File: src/hdl/gd3_pkg.sv
package gd3_pkg;

  localparam int VOXEL_BITS = 16;
  localparam int PLANE_BITS = 12;
  localparam int MAX_PLANES = 4096;
  localparam int CFG_INDEX_BITS = 2;
  localparam int CFG_DATA_BITS = 13;
  localparam int TAPS_PER_PLANE = 9;

  typedef logic signed [VOXEL_BITS-1:0] voxel_t;

  localparam voxel_t VOXEL_MIN = {1'b1, {(VOXEL_BITS-1){1'b0}}};

  typedef enum logic [CFG_INDEX_BITS-1:0] {
    REG_SIZE_X,
    REG_SIZE_Y,
    REG_SIZE_Z,
    REG_NEIGHBOUR_MODE
  } cfg_reg_t;

  localparam logic [1:0] NBR_FACE = 2'd0;
  localparam logic [1:0] NBR_EDGE = 2'd1;
  localparam logic [1:0] NBR_FULL = 2'd2;

  typedef struct packed {
    voxel_t voxel_value;
    logic   is_padding;
  } in_item_t;

  typedef struct packed {
    voxel_t dilated_value;
    logic   last_of_volume;
  } out_item_t;

  // taps of one plane: index row*3 + col, lag row*X + col
  typedef voxel_t [TAPS_PER_PLANE-1:0] plane_taps_t;
  typedef plane_taps_t [2:0] window_t;

  typedef struct packed {
    logic       border;
    logic       last;
    logic [1:0] mode;
  } emit_info_t;

endpackage

File: src/hdl/gd3_delay.sv
module gd3_delay #(
  parameter int DEPTH = 256
) (
  input  logic                     clk,
  input  logic                     rst,
  input  logic                     clear,
  input  logic                     shift,
  input  logic [$clog2(DEPTH):0]   len,
  input  gd3_pkg::voxel_t          din,
  output gd3_pkg::voxel_t          dout
);

  localparam int AW = $clog2(DEPTH);

  gd3_pkg::voxel_t mem [DEPTH];
  logic [AW-1:0]   ptr;

  always_ff @(posedge clk) begin
    if (shift) begin
      dout     <= mem[ptr];
      mem[ptr] <= din;
    end
  end

  always_ff @(posedge clk) begin
    if (rst || clear) begin
      ptr <= '0;
    end else if (shift) begin
      if (({1'b0, ptr} + (AW+1)'(1)) >= len) begin
        ptr <= '0;
      end else begin
        ptr <= ptr + AW'(1);
      end
    end
  end

endmodule

File: config.mk
export PLATFORM = sky130hd
export DESIGN_NAME = gd3_delay
export DESIGN_NICKNAME = d
export VERILOG_FILES = /design/src/hdl/gd3_pkg.sv /design/src/hdl/gd3_delay.sv
export SDC_FILE = /design/constraint.sdc
export NUM_CORES = 2
export LEC_CHECK = 0
export BUFFER_PORTS_ARGS = -buffer_cell sky130_fd_sc_hd__buf_2
export CAP_MARGIN = 20
export CORE_MARGIN = 1
export CORE_UTILIZATION = 43
export CTS_CLUSTER_SIZE = 24
export DETAILED_ROUTE_END_ITERATION = 6
export SLEW_MARGIN = 20
export SYNTH_ARGS = -nofsm -noshare
export SYNTH_HDL_FRONTEND = slang
export SYNTH_SLANG_ARGS = --single-unit
File: constraint.sdc
create_clock -name clk -period 3.8 [get_ports clk]
set_input_delay 0.57 -clock clk [delete_from_list [all_inputs] [get_ports clk]]
set_output_delay 0.57 -clock clk [all_outputs]
set_load 0.02 [all_outputs]
# Word level (Yosys, flattened, before mapping)
# Memory sizes are Yosys's and may differ from the RTL's. A register that Yosys moved wholly into a read port is not among the register bits.
# Index checks and enable logic that the tools add are counted.
[word_totals]
mem_count = 1
in_bits = 29
out_inout_bits = 16
ram_bits = 4096
reg_bits = 8
[memory_table]
columns = ["name", "depth", "width", "read_ports", "rd_clocked_by_memory_dff", "write_ports", "line", "rtl"]
rows = [
  ["mem", 256, 16, 1, 1, 1, "gd3_delay.sv:15", "gd3_pkg::voxel_t mem [DEPTH];"],
]
[op_classes]
n_lt_le_gt_ge = 1
muxes = 3
n_reduce_logical = 1
n_addsub = 2
[op_table]
columns = ["operator", "n"]
rows = [
  ["8-bit by 1-bit adder with 9-bit output, second input constant", 1],
  ["9-bit >= comparator", 1],
  ["8-bit by 1-bit adder with 8-bit output, second input constant", 1],
  ["8-bit two-way mux", 1],
  ["1-bit two-way mux", 2],
  ["1-bit logical OR", 1],
]

# Longest topological paths before layout
[logic_depth]
ltp_word = 3
mapped_depth = 16

# Worst setup path before layout
# No wires, ideal clock.
[synth_timing]
path_type = "register to register"
start = "register ptr[0]"
end = "register ptr[2]"
path_buffers = 4
arrival_ns = 3.102
setup_ns = 0.115
required_time_ns = 3.685
stages_incl_launch_ff = 15
setup_slack_ns = 0.583
cell_sequence = "dfxtp_1 -> buf_2 -> buf_6 -> buf_6 -> buf_2 -> inv_1 -> nor3_1 -> and3_1 -> xnor2_1 -> inv_1 -> ha_1 -> nand3_1 -> o31ai_1 -> a221oi_1 -> o21a_1"
[synth_between]
elab_chain_cells = 3
word_cells_on_any_way = 4
[synth_lines]
columns = ["element", "line", "rtl"]
rows = [
  ["start, declared", "gd3_delay.sv:16", "logic [AW-1:0] ptr;"],
  ["start signal, assigned", "gd3_delay.sv:32", "ptr <= ptr + AW'(1);"],
  ["8-bit by 1-bit adder with 9-bit output", "gd3_delay.sv:29", "if (({1'b0, ptr} + (AW+1)'(1)) >= len) begin"],
  ["9-bit >= comparator", "gd3_delay.sv:29", ""],
  ["8-bit two-way mux (*)", "gd3_delay.sv:29", ""],
]
# Every way passes the cells marked *; elsewhere a longest branch is shown, timed or not.
# A chain may end at the register's enable or synchronous reset.

==> results by group <==
Outcome
  • Run status: finished with violations
  • Violations in the final reports: setup timing

Logic synthesis
  • Cells taking the most area after synthesis: edfxtp_1, mux4_2, a22oi_1
  • Simple-gate share of the synthesized area: 0.01153
  • Post-Syn Instances: 6844
  • Area leader, netlist: edfxtp_1
  • Synth async-reset ratio: 0
  • Warnings, synthesis: 0
  • Synthesized area: 156300 µm²
  • Multiplexer share of the synthesized area: 0.1475
  • Area share of the largest cell type after synthesis: 0.7899
  • Synth cell count leaders: edfxtp_1, mux4_2, a22oi_1, nor2_1, clkbuf_1
  • Top-count cell post-synth: edfxtp_1
  • Combinational family with the most area after synthesis: multiplexers
  • Post-synthesis sequential area ratio: 0.7909
  • Top_reg_cell synth: edfxtp_1
  • Synth Area in Adders: 0.001041
  • Syn_area_per_cell: 22.84 µm²
  • XOR/XNOR share of the synthesized area: 0.0002241
  • Synth Area in Compound Gates: 0.03693
  • Flops & latches, synth: 4120
  • Post-synth EDFFs: 4112
  • Syn nets: 6886
  • Unique masters post-synth: 37

STA
  • Clk_skew: 0.06014 ns
  • Setup_tns: -0.01869 ns
  • Minimum period implied by the final worst setup slack: 3.819 ns
  • Max-slew violations: 0
  • RSZ-0062 raised after global routing: yes
  • Final Cycle Share: 1.005
  • Final setup viols: 1
  • Setup WS post-layout: -0.01869 ns
  • Hold Slack: 0.02895 ns
  • Worst relative slew slack: 0.1917
  • Fin. Hold Viols: 0
  • Fmax: 0.2619 GHz
  • Worst slew pin tran: 1.212 ns

Detailed routing
  • Via count: 76850
  • Drt wl/cell: 32.50 µm
  • Antenna Violating Nets Remaining: 0
  • DR DRC count: 0
  • First-pass iteration count of the detailed router: 5
  • Routed WL: 414700 µm
  • Initial DRC count: 9962
  • Via/cell ratio: 6.021

Setup path
  • Critical path's slowest cell: dfxtp_4
  • CP bufs+invs: 3
  • CP max FO: 25
  • Crit end category: flop
  • WP data arrival: 4.55 ns
  • Largest delay contributor family on the critical path: compound AO/OA/AOI/OAI gates
  • CP peak stage delay: 0.58 ns
  • Most frequent CP cell: buf_4
  • Worst Setup Start Kind: flop
  • Worst path required time: 4.53 ns
  • Cell Chain, Critical Path: buf_12, buf_4, mux4_2, a22oi_1, a21oi_1, o41ai_4, o21ai_1, buf_4, or2_1
  • Kind of critical path: reg -> reg

Job
  • Max Cap Viol: 0

Global route
  • Gr usage total: 0.2255
  • First-pass GRT wire length: 587700 µm
  • GR Overflow Total: 0
  • Initial antenna violation count: 16
  • Number of global-route vias before repair: 77010
  • Largest net degree at the start of global routing: 139

Place
  • Dpl cell area: 168200 µm²
  • Port buffer count: 44
  • Pre-CTS WS: -0.6285 ns
  • RePlAce Congestion: 0.8502
  • Cells after DPL: 12000
  • Hpwl dp: 250000 µm

Finish
  • Share of cells above drive strength 1: 0.3042
  • Design Area, Final: 181400 µm²
  • Fin cells: 12760
  • NumNets Final: 7668
  • Synthesis-to-finish area growth: 16.07%

Die
  • Initial core utilization: 0.4319
  • CORE AREA: 362000 µm²
  • Die Y: 604.9 µm
  • Full die area: 366000 µm²
  • Rows: 221
  • IO Count: 45
  • Die X: 604.9 µm

Clock tree
  • Clk sinks: 4120
  • Clock transition at path regs: 0.06 ns
  • Num CTS Buffers: 415
  • CTS tree: done
  • Clock Latency Late Sink: 1.00 ns
  • Clock root buffer: clkbuf_16
  • CTS H-tree depth: 5
  • CTS Buffer Depth: 4

Pwr
  • Pwr per Cell Area: 507.0 nW/µm²
  • Leakage: 55.53 nW
  • Worst IR Drop VDD: 0.4044 mV

Hold path
  • HP Class: in -> reg
area by class of cell:
class | instances | area, µm²
Antenna cell | 11 | 27.53
Clock buffer | 516 | 10930
Clock inverter | 233 | 2012
Fill cell | 28300 | 180500
Inverter | 15 | 56.30
Multi-Input combinational cell | 2287 | 31250
Sequential cell | 4120 | 123600
Tap cell | 4794 | 5998
Timing Repair Buffer | 787 | 7513
power by group:
group | total, mW | switching, mW | leakage (nW) | internal, mW
Sequential | 50.0 | 0.0373 | 37.0 | 50.0
Clock | 39.4 | 17.0 | 6.29 | 22.3
Combinational | 2.59 | 1.64 | 12.2 | 0.942
worst paths after layout:
check        slack (ns)          end  cells past startpoint   start
max               -0.02      dout[4]                      9  ptr[1]
max reg2reg       -0.02      dout[4]                      9  ptr[1]
min                0.03  mem[197][1]                      1  din[1]
min reg2reg        0.78       ptr[5]                      2  ptr[5]
cell usage in the layout, fill, tap and decap left out, types with 8 or more instances in the layout:
cell type and n:
nand2_1 21, or2_1 16, edfxtp_1 4112, inv_1 15, nor2b_1 12, ha_1 13
nor2_1 253, nand3_2 16, a22oi_1 509, o21ai_1 15, clkinv_1 109, a21oi_1 191
clkinvlp_4 13, a21boi_0 58, buf_4 615, diode_2 11, o21a_1 8, nor2_2 9
buf_2 28, nor4_1 42, clkbuf_16 424, clkbuf_1 93, clkinv_2 64, buf_8 16
bufinv_16 29, o22ai_1 16, buf_12 118, mux4_2 1024
cell families (layout without fill, tap and decap cells):
family                   after synthesis  in the layout
XOR/XNOR                               4              4
other                                  0             11
AO/OA/AOI/OAI                        839            839
multiplexers                        1024           1024
AND/OR/NAND/NOR                      407            407
adder cells (fa/ha/maj)               13             13
buffers and inverters                437           1551
flip-flops                          4120           4120
stage by stage:
step	util	power [mW]
floorplan	-	52.13
CTS	0.5008	92.57
detailed placement	0.4646	53.62
finish	0.5013	91.99
global placement	0.4645	53.54
global route	0.5012	94.32
registers in the layout (all words and copies together) (netlist names):
signal  flops
dout       16
mem      4096
ptr         8
per-layer routing:
layer | GRT usage | up-vias | part of all wire
met3 | 0.03806 | 529 | 0.085
met4 | 0.06141 | 2 | 0.027
met1 | 0.3270 | 41740 | 0.41
li1 | - | 30970 | -
met5 | 0 | - | 0.000029
met2 | 0.3557 | 3608 | 0.48
worst register-to-register path, cell delays in order (launching register included):
cell	delay, ns
dfxtp_4	0.58
buf_12	0.25
buf_4	0.43
mux4_2	0.46
a22oi_1	0.36
a21oi_1	0.17
o41ai_4	0.53
o21ai_1	0.32
buf_4	0.23
or2_1	0.23
timing repair:
item                       in CTS  in global routing
hold endpoints to repair       21                  0
hold buffers                    1                  0
gates resized for setup        21                 17
cloned                          0                  1
setup endpoints to repair      15                 11
pin swaps                       1                  3
setup buffers                   0                  0
(Power assumes the default switching activity.)
