--- src/hdl/gd3_pkg.sv ---
package gd3_pkg;

  localparam int VOXEL_BITS = 16;
  localparam int PLANE_BITS = 12;
  localparam int MAX_PLANES = 4096;
  localparam int CFG_INDEX_BITS = 2;
  localparam int CFG_DATA_BITS = 13;
  localparam int TAPS_PER_PLANE = 9;

  typedef logic signed [VOXEL_BITS-1:0] voxel_t;

  localparam voxel_t VOXEL_MIN = {1'b1, {(VOXEL_BITS-1){1'b0}}};

  typedef enum logic [CFG_INDEX_BITS-1:0] {
    REG_SIZE_X,
    REG_SIZE_Y,
    REG_SIZE_Z,
    REG_NEIGHBOUR_MODE
  } cfg_reg_t;

  localparam logic [1:0] NBR_FACE = 2'd0;
  localparam logic [1:0] NBR_EDGE = 2'd1;
  localparam logic [1:0] NBR_FULL = 2'd2;

  typedef struct packed {
    voxel_t voxel_value;
    logic   is_padding;
  } in_item_t;

  typedef struct packed {
    voxel_t dilated_value;
    logic   last_of_volume;
  } out_item_t;

  // taps of one plane: index row*3 + col, lag row*X + col
  typedef voxel_t [TAPS_PER_PLANE-1:0] plane_taps_t;
  typedef plane_taps_t [2:0] window_t;

  typedef struct packed {
    logic       border;
    logic       last;
    logic [1:0] mode;
  } emit_info_t;

endpackage

--- src/hdl/gd3_reduce.sv ---
module gd3_reduce (
  input  logic                 clk,
  input  logic                 rst,
  input  logic                 in_valid,
  output logic                 in_ready,
  input  gd3_pkg::window_t     window,
  input  gd3_pkg::voxel_t      center,
  input  gd3_pkg::emit_info_t  info,
  output logic                 result_valid,
  input  logic                 result_ready,
  output gd3_pkg::out_item_t   result_item
);

  function automatic gd3_pkg::voxel_t vmax(gd3_pkg::voxel_t p, gd3_pkg::voxel_t q);
    return ($signed(p) > $signed(q)) ? p : q;
  endfunction

  function automatic logic tap_on(logic [1:0] mode, int a, int b, int c);
    int hops;
    hops = int'(a != 1) + int'(b != 1) + int'(c != 1);
    return (hops != 0) && (hops <= int'(mode) + 1);
  endfunction

  logic b_valid, c_valid;
  logic b_free, c_free, d_free;

  gd3_pkg::voxel_t row_max [9];
  gd3_pkg::voxel_t b_rows [9];
  gd3_pkg::voxel_t b_center;
  logic            b_border, b_last;

  gd3_pkg::voxel_t plane_max [3];
  gd3_pkg::voxel_t c_planes [3];
  gd3_pkg::voxel_t c_center;
  logic            c_border, c_last;

  gd3_pkg::voxel_t final_value;

  assign d_free   = !result_valid || result_ready;
  assign c_free   = !c_valid || d_free;
  assign b_free   = !b_valid || c_free;
  assign in_ready = b_free;

  // masked neighbors fall back to the most negative value
  always_comb begin : row_reduce
    gd3_pkg::voxel_t m;
    gd3_pkg::voxel_t v;
    for (int a = 0; a < 3; a++) begin
      for (int b = 0; b < 3; b++) begin
        m = gd3_pkg::VOXEL_MIN;
        for (int c = 0; c < 3; c++) begin
          v = tap_on(info.mode, a, b, c) ? window[a][b*3+c] : gd3_pkg::VOXEL_MIN;
          m = vmax(m, v);
        end
        row_max[a*3+b] = m;
      end
    end
  end

  always_comb begin
    for (int a = 0; a < 3; a++) begin
      plane_max[a] = vmax(vmax(b_rows[a*3], b_rows[a*3+1]), b_rows[a*3+2]);
    end
  end

  assign final_value = c_border ? c_center :
                       vmax(vmax(c_center, c_planes[0]), vmax(c_planes[1], c_planes[2]));

  always_ff @(posedge clk) begin
    if (rst) begin
      b_valid      <= 1'b0;
      c_valid      <= 1'b0;
      result_valid <= 1'b0;
    end else begin
      if (b_free) b_valid <= in_valid;
      if (c_free) c_valid <= b_valid;
      if (d_free) result_valid <= c_valid;
    end
  end

  always_ff @(posedge clk) begin
    if (b_free && in_valid) begin
      b_rows   <= row_max;
      b_center <= center;
      b_border <= info.border;
      b_last   <= info.last;
    end
    if (c_free && b_valid) begin
      c_planes <= plane_max;
      c_center <= b_center;
      c_border <= b_border;
      c_last   <= b_last;
    end
    if (d_free && c_valid) begin
      result_item.dilated_value  <= final_value;
      result_item.last_of_volume <= c_last;
    end
  end

endmodule
--- config.mk ---
export PLATFORM = sky130hd
export DESIGN_NAME = gd3_reduce
export DESIGN_NICKNAME = d
export VERILOG_FILES = /design/src/hdl/gd3_pkg.sv /design/src/hdl/gd3_reduce.sv
export SDC_FILE = /design/constraint.sdc
export NUM_CORES = 1
export LEC_CHECK = 0
export BUFFER_PORTS_ARGS = -buffer_cell sky130_fd_sc_hd__buf_2
export CAP_MARGIN = 0
export CORE_MARGIN = 5
export CORE_UTILIZATION = 45
export CTS_BUF_LIST = sky130_fd_sc_hd__clkbuf_8
export DETAILED_ROUTE_END_ITERATION = 8
export GPL_TIMING_DRIVEN = 1
export PLACE_DENSITY_LB_ADDON = 0.15
export SYNTH_ARGS = -nofsm -noshare
export SYNTH_HDL_FRONTEND = slang
export SYNTH_SLANG_ARGS = --single-unit
export TNS_END_PERCENT = 50
--- constraint.sdc ---
create_clock -name clk -period 9.56 [get_ports clk]
set_input_delay 0.956 -clock clk [delete_from_list [all_inputs] [get_ports clk]]
set_output_delay 0.956 -clock clk [all_outputs]
set_load 0.05 [all_outputs]
# After elaboration in Yosys (flattened, before gate mapping)
# Cells that the tools add are included.
totals:
  input_bits: 456
  ff_bits: 248
op_classes:
  mux: 63
  order_cmp: 39
  reduce_logical: 9
  add_sub_neg: 1
op_table:
  columns: ["op", "n"]
  rows:
  - ["$mux 16", 63]
  - ["$gt 16x16->1", 26]
  - ["$gt 16x16->1 const A", 9]
  - ["$le 2x32->1 const A", 1]
  - ["$le 3x32->1 const A", 1]
  - ["$gt 16x16->1 const B", 1]
  - ["$add 2x1->3 const B", 1]
  - ["$le 2x3->1 const A", 1]
  - ["$logic_and 1x1->1", 3]
  - ["$logic_not 1->1", 3]
  - ["$logic_or 1x1->1", 3]

# Depth between registers and ports, before layout
depth:
  depth_word: 9
  depth_mapped: 26

# Least setup slack after synthesis
# No wires, ideal clock.
synth_path:
  path_type: "in2reg"
  from: "input result_ready"
  to: "register b_border (enable)"
  t_required_ns: 8.779
  t_arrival_ns: 9.115
  n_path_buf: 0
  path_slack_ns: -0.336
  path_stages: 2
  path_cell_list: "nor2b_1 -> a31oi_1"
synth_via:
  elab_chain_len: 4
synth_rtl:
  columns: ["item", "line_no", "source"]
  rows:
  - ["start: declaration", "gd3_reduce.sv:10", "input logic result_ready,"]
  - ["$logic_or 1x1->1", "gd3_reduce.sv:39", "assign d_free = !result_valid || result_ready;"]
  - ["$logic_or 1x1->1", "gd3_reduce.sv:40", "assign c_free = !c_valid || d_free;"]
  - ["$logic_or 1x1->1", "gd3_reduce.sv:41", "assign b_free = !b_valid || c_free;"]
  - ["$logic_and 1x1->1", "gd3_reduce.sv:82", "if (b_free && in_valid) begin"]
  - ["end signal: assignment", "gd3_reduce.sv:85", "b_border <= info.border;"]
  - ["end: declaration", "gd3_reduce.sv:30", "logic b_border, b_last;"]
# No other way between the ends.
# A chain may end at the register's enable or synchronous reset.

==> load_flow_metrics.sql <==
INSERT INTO impl_metrics (metric_group, metric, value, unit) VALUES
('setup_path', 'crit_path_frequent_cell', 'buf_4', ''),
('route', 'dr.pass1.iters', '6', ''),
('global_routing', 'first_pass_grt_wire_length', '116000', 'um'),
('setup_path', 'crit_path_start_kind', 'input port', ''),
('sta', 'max_slew.worst_pin.slew', '1.26', 'ns'),
('global_routing', 'first_global_vias', '21378', ''),
('route', 'route.detailed.vias_per_inst', '5.55', ''),
('sta', 'final-hold-violation-count', '0', ''),
('floorplan', 'die_x', '244', 'um'),
('route', 'num_vias', '20979', ''),
('yosys', 'synth_largest_type_area_fraction', '29.9', '%'),
('power_and_ir_drop', 'power_leakage', '14.1', 'nW'),
('setup_path', 'critPathRequiredTime', '9.91', 'ns'),
('clock_tree', 'cts_hold_buf', '0', ''),
('setup_path', 'cp_cell_sequence', 'buf_4 > or2_4 > buf_4 > nand2b_1 > ha_1 > nand4_1 > nor3_1 > and2_1 > a311oi_1 > mux2i_1 > a31oi_2 > mux2_2 > ha_1 > nand4_1 > nor2_1 > and4_1 > a21oi_1 > a222oi_1 > buf_4 > nor2_1 > a21o_1', ''),
('sta', 'timing_max_transition_violations_final', '0', ''),
('sta', 'max-slew-margin-rel', '15.4', '%'),
('setup_path', 'criticalPathCategory', 'input port to flop', ''),
('sta', 'finClkSkew', '0.0190', 'ns'),
('yosys', 'syn_avg_cell_area', '9.36', 'um2'),
('yosys', 'ys_types', '64', ''),
('setup_path', 'r2r.worst_path.cells', '15', ''),
('setup_path', 'setup.reg_to_reg.worst_slack', '3.68', 'ns'),
('clock_tree', 'htree_num_levels', '2', ''),
('final_layout', 'post_layout_nonfiller_instances', '3780', ''),
('yosys', 'synth_warnings', '0', ''),
('yosys', 'post_synth_instance_area', '24600', 'um2'),
('clock_tree', 'number_of_cts_inserted_buffers', '45', ''),
('clock_tree', 'ctsLongestPathBuffers', '3', ''),
('route', 'drc_errors', '0', ''),
('setup_path', 'worstReg2RegEnd', 'result_item[3]$_DFFE_PP_', ''),
('placement', 'portbufs', '458', ''),
('final_layout', 'fillerInstances', '5014', ''),
('clock_tree', 'clock_sink_count', '248', ''),
('power_and_ir_drop', 'peak_vdd_ir', '0.000100', 'V'),
('yosys', 'synth_area_leader_cell', 'edfxtp_1', ''),
('global_routing', 'initial_antenna_violation_count', '21', ''),
('setup_path', 'critical-path-top-delay-family', 'simple AND/OR/NAND/NOR gates', ''),
('worst_hold_path', 'holdPathEnd', 'c_center[0]$_DFFE_PP_', ''),
('floorplan', 'die_h', '244', 'um'),
('yosys', 'synthMostInstantiatedCell', 'ha_1', ''),
('setup_path', 'slowest_stage', 'a31oi_2', ''),
('yosys', 'post_synth_inst_count', '2625', ''),
('clock_tree', 'total_of_cells_resized_after_clock_tree_synthesis', '0', ''),
('final_layout', 'proportion_of_layout_cells_with_a_drive_suffix_above_1', '26.1', '%'),
('clock_tree', 'postCtsSetupBuffers', '0', ''),
('route', 'wl', '75700', 'um'),
('outcome', 'outcome', 'finished, final reports clean', ''),
('setup_path', 'worst-endpoint-arrival', '7.25', 'ns'),
('floorplan', 'i_o_pins', '475', ''),
('sta', 'totalNegativeSetupSlack', '0', 'ns'),
('global_routing', 'grt_max_degree', '104', ''),
('yosys', 'synthArstFlopShare', '0', '%'),
('floorplan', 'die_area', '59400', 'um2'),
('power_and_ir_drop', 'power_density', '188', 'nW/um2'),
('sta', 'final-setup-viol-count', '0', ''),
('worst_hold_path', 'worst_hold_path_cells', '0', ''),
('yosys', 'ys_ff_latch', '248', ''),
('global_routing', 'grt_use_total', '24.5', '%'),
('sta', 'final_min_period_over_clock_period', '72.2', '%'),
('worst_hold_path', 'worst_hold_start', 'b_center[0]$_DFFE_PP_', ''),
('yosys', 'synth_edf_count', '245', ''),
('worst_hold_path', 'hold_class', 'flop to flop', ''),
('placement', 'hpwlAfterDp', '63100', 'um'),
('yosys', 'ys_top_cells_by_area', 'edfxtp_1, ha_1, mux2_2, inv_1, nand2_1', ''),
('yosys', 'synth-seq-area-share', '30.2', '%'),
('route', 'post_drt_wl_per_cell', '20.0', 'um'),
('placement', 'placed_cells', '3691', ''),
('yosys', 'ys.flop_type', 'edfxtp_1', ''),
('route', '1st_iter_drt_viols', '1401', ''),
('clock_tree', 'cts.root.buffer_cell', 'clkbuf_8', '');
-- worst reg2reg max path, stage by stage, from the launching register on --
cell and delay (ns):
edfxtp_1 0.42, ha_1 0.34, nand4_1 0.14, nor4_1 0.34
inv_1 0.10, o21ai_2 0.83, mux2i_1 0.53, ha_1 0.33
and3_1 0.21, a221oi_1 0.29, a21oi_1 0.14, a2111oi_2 0.32
nor2_1 0.15, or3_1 0.38, nand2b_1 0.66, o221ai_1 0.35
-- flip-flops by register name, summed over array words and instances, names as in the netlist --
register / flops
b_border: 1
b_center: 16
b_last: 1
b_rows: 144
b_valid: 1
c_border: 1
c_center: 16
c_last: 1
c_planes: 48
c_valid: 1
result_item: 17
result_valid: 1
-- routing by layer --
metal	routed length [um]	vias to the layer above	GRT usage, %
met4	1690	10	5.39
li1	-	10280	-
met1	34500	9998	33.9
met3	4540	106	3.87
met2	34900	585	40.9
met5	74	-	0
-- kinds of logic after synthesis --
group	Yosys count	share of synthesized area, %
flip-flops	248	30.2
AO/OA/AOI/OAI	500	13.9
multiplexers	311	13.8
AND/OR/NAND/NOR	683	13.6
buffers and inverters	466	7.34
adder cells (fa/ha/maj)	416	21.2
XOR/XNOR	1	0.0356
-- worst max path at each step --
stage / start / end / slack [ns] / depth (start not counted)
6_report: info[1] / b_rows[122]$_DFFE_PP_ / 2.66 / 21
5_1_grt: info[1] / b_rows[117]$_DFFE_PP_ / 2.30 / 21
4_1_cts: info[1] / b_rows[89]$_DFFE_PP_ / 2.84 / 21
3_5_place_dp: info[1] / b_rows[82]$_DFFE_PP_ / 2.19 / 21
3_3_place_gp: info[1] / b_rows[89]$_DFFE_PP_ / 2.34 / 21
2_1_floorplan: result_ready / b_border$_DFFE_PP_ / 3.09 / 2
-- layout by cell type, fill, tap and decap left out, drive strengths merged, types with 13 or more instances in the layout --
cell,synthesis,final
a21o,84,84
o31a,42,42
nand4,74,74
nor2b,34,34
o21ai,111,111
mux2i,93,93
clkinv,0,18
inv,353,363
o221ai,19,19
a21oi,122,122
and2,102,102
o211ai,13,13
o21a,22,22
a211oi,17,17
clkbuf,81,45
nor3,20,20
edfxtp,245,245
ha,416,416
nor2,85,85
buf,32,483
a2111oi,14,14
nand3,26,26
a31o,17,17
nand2b,14,14
mux2,218,218
nand2,293,293
-- per-stage QoR --
step / utilization [%] / hold WS [ns] / setup WS [ns] / power, mW / area [um2]
6_report: 52.6 / 0.417 / 2.66 / 5.33 / 28400
5_1_grt: 52.6 / 0.404 / 2.30 / 5.72 / 28400
4_1_cts: 52.6 / 0.403 / 2.84 / 5.36 / 28400
3_3_place_gp: 51.0 / 0.401 / 2.34 / 4.25 / 27500
3_5_place_dp: 51.0 / 0.406 / 2.19 / 4.34 / 27500
2_1_floorplan: - / 0.400 / 3.09 / 3.55 / 24600
-- final cells by class --
class                   count  area (um2)  area share (%)
multi-input cells        1911       15400            54.3
diodes                     11        27.5          0.0970
well taps                 696         871            3.07
flip-flops and latches    248        7420            26.1
inverters                 353        1330            4.67
clock inverters            33         216           0.763
clock buffers              45         619            2.18
repair buffers            483        2480            8.75
-- report_power, final --
part	leakage (nW)	total, mW	internal, mW	switching, mW
registers	2.38	1.63	1.51	0.127
clock network	0.460	0.974	0.518	0.457
logic	11.3	2.73	1.22	1.51
total	14.1	5.33	3.24	2.09
Note: power is estimated with default switching activity, not from simulation.
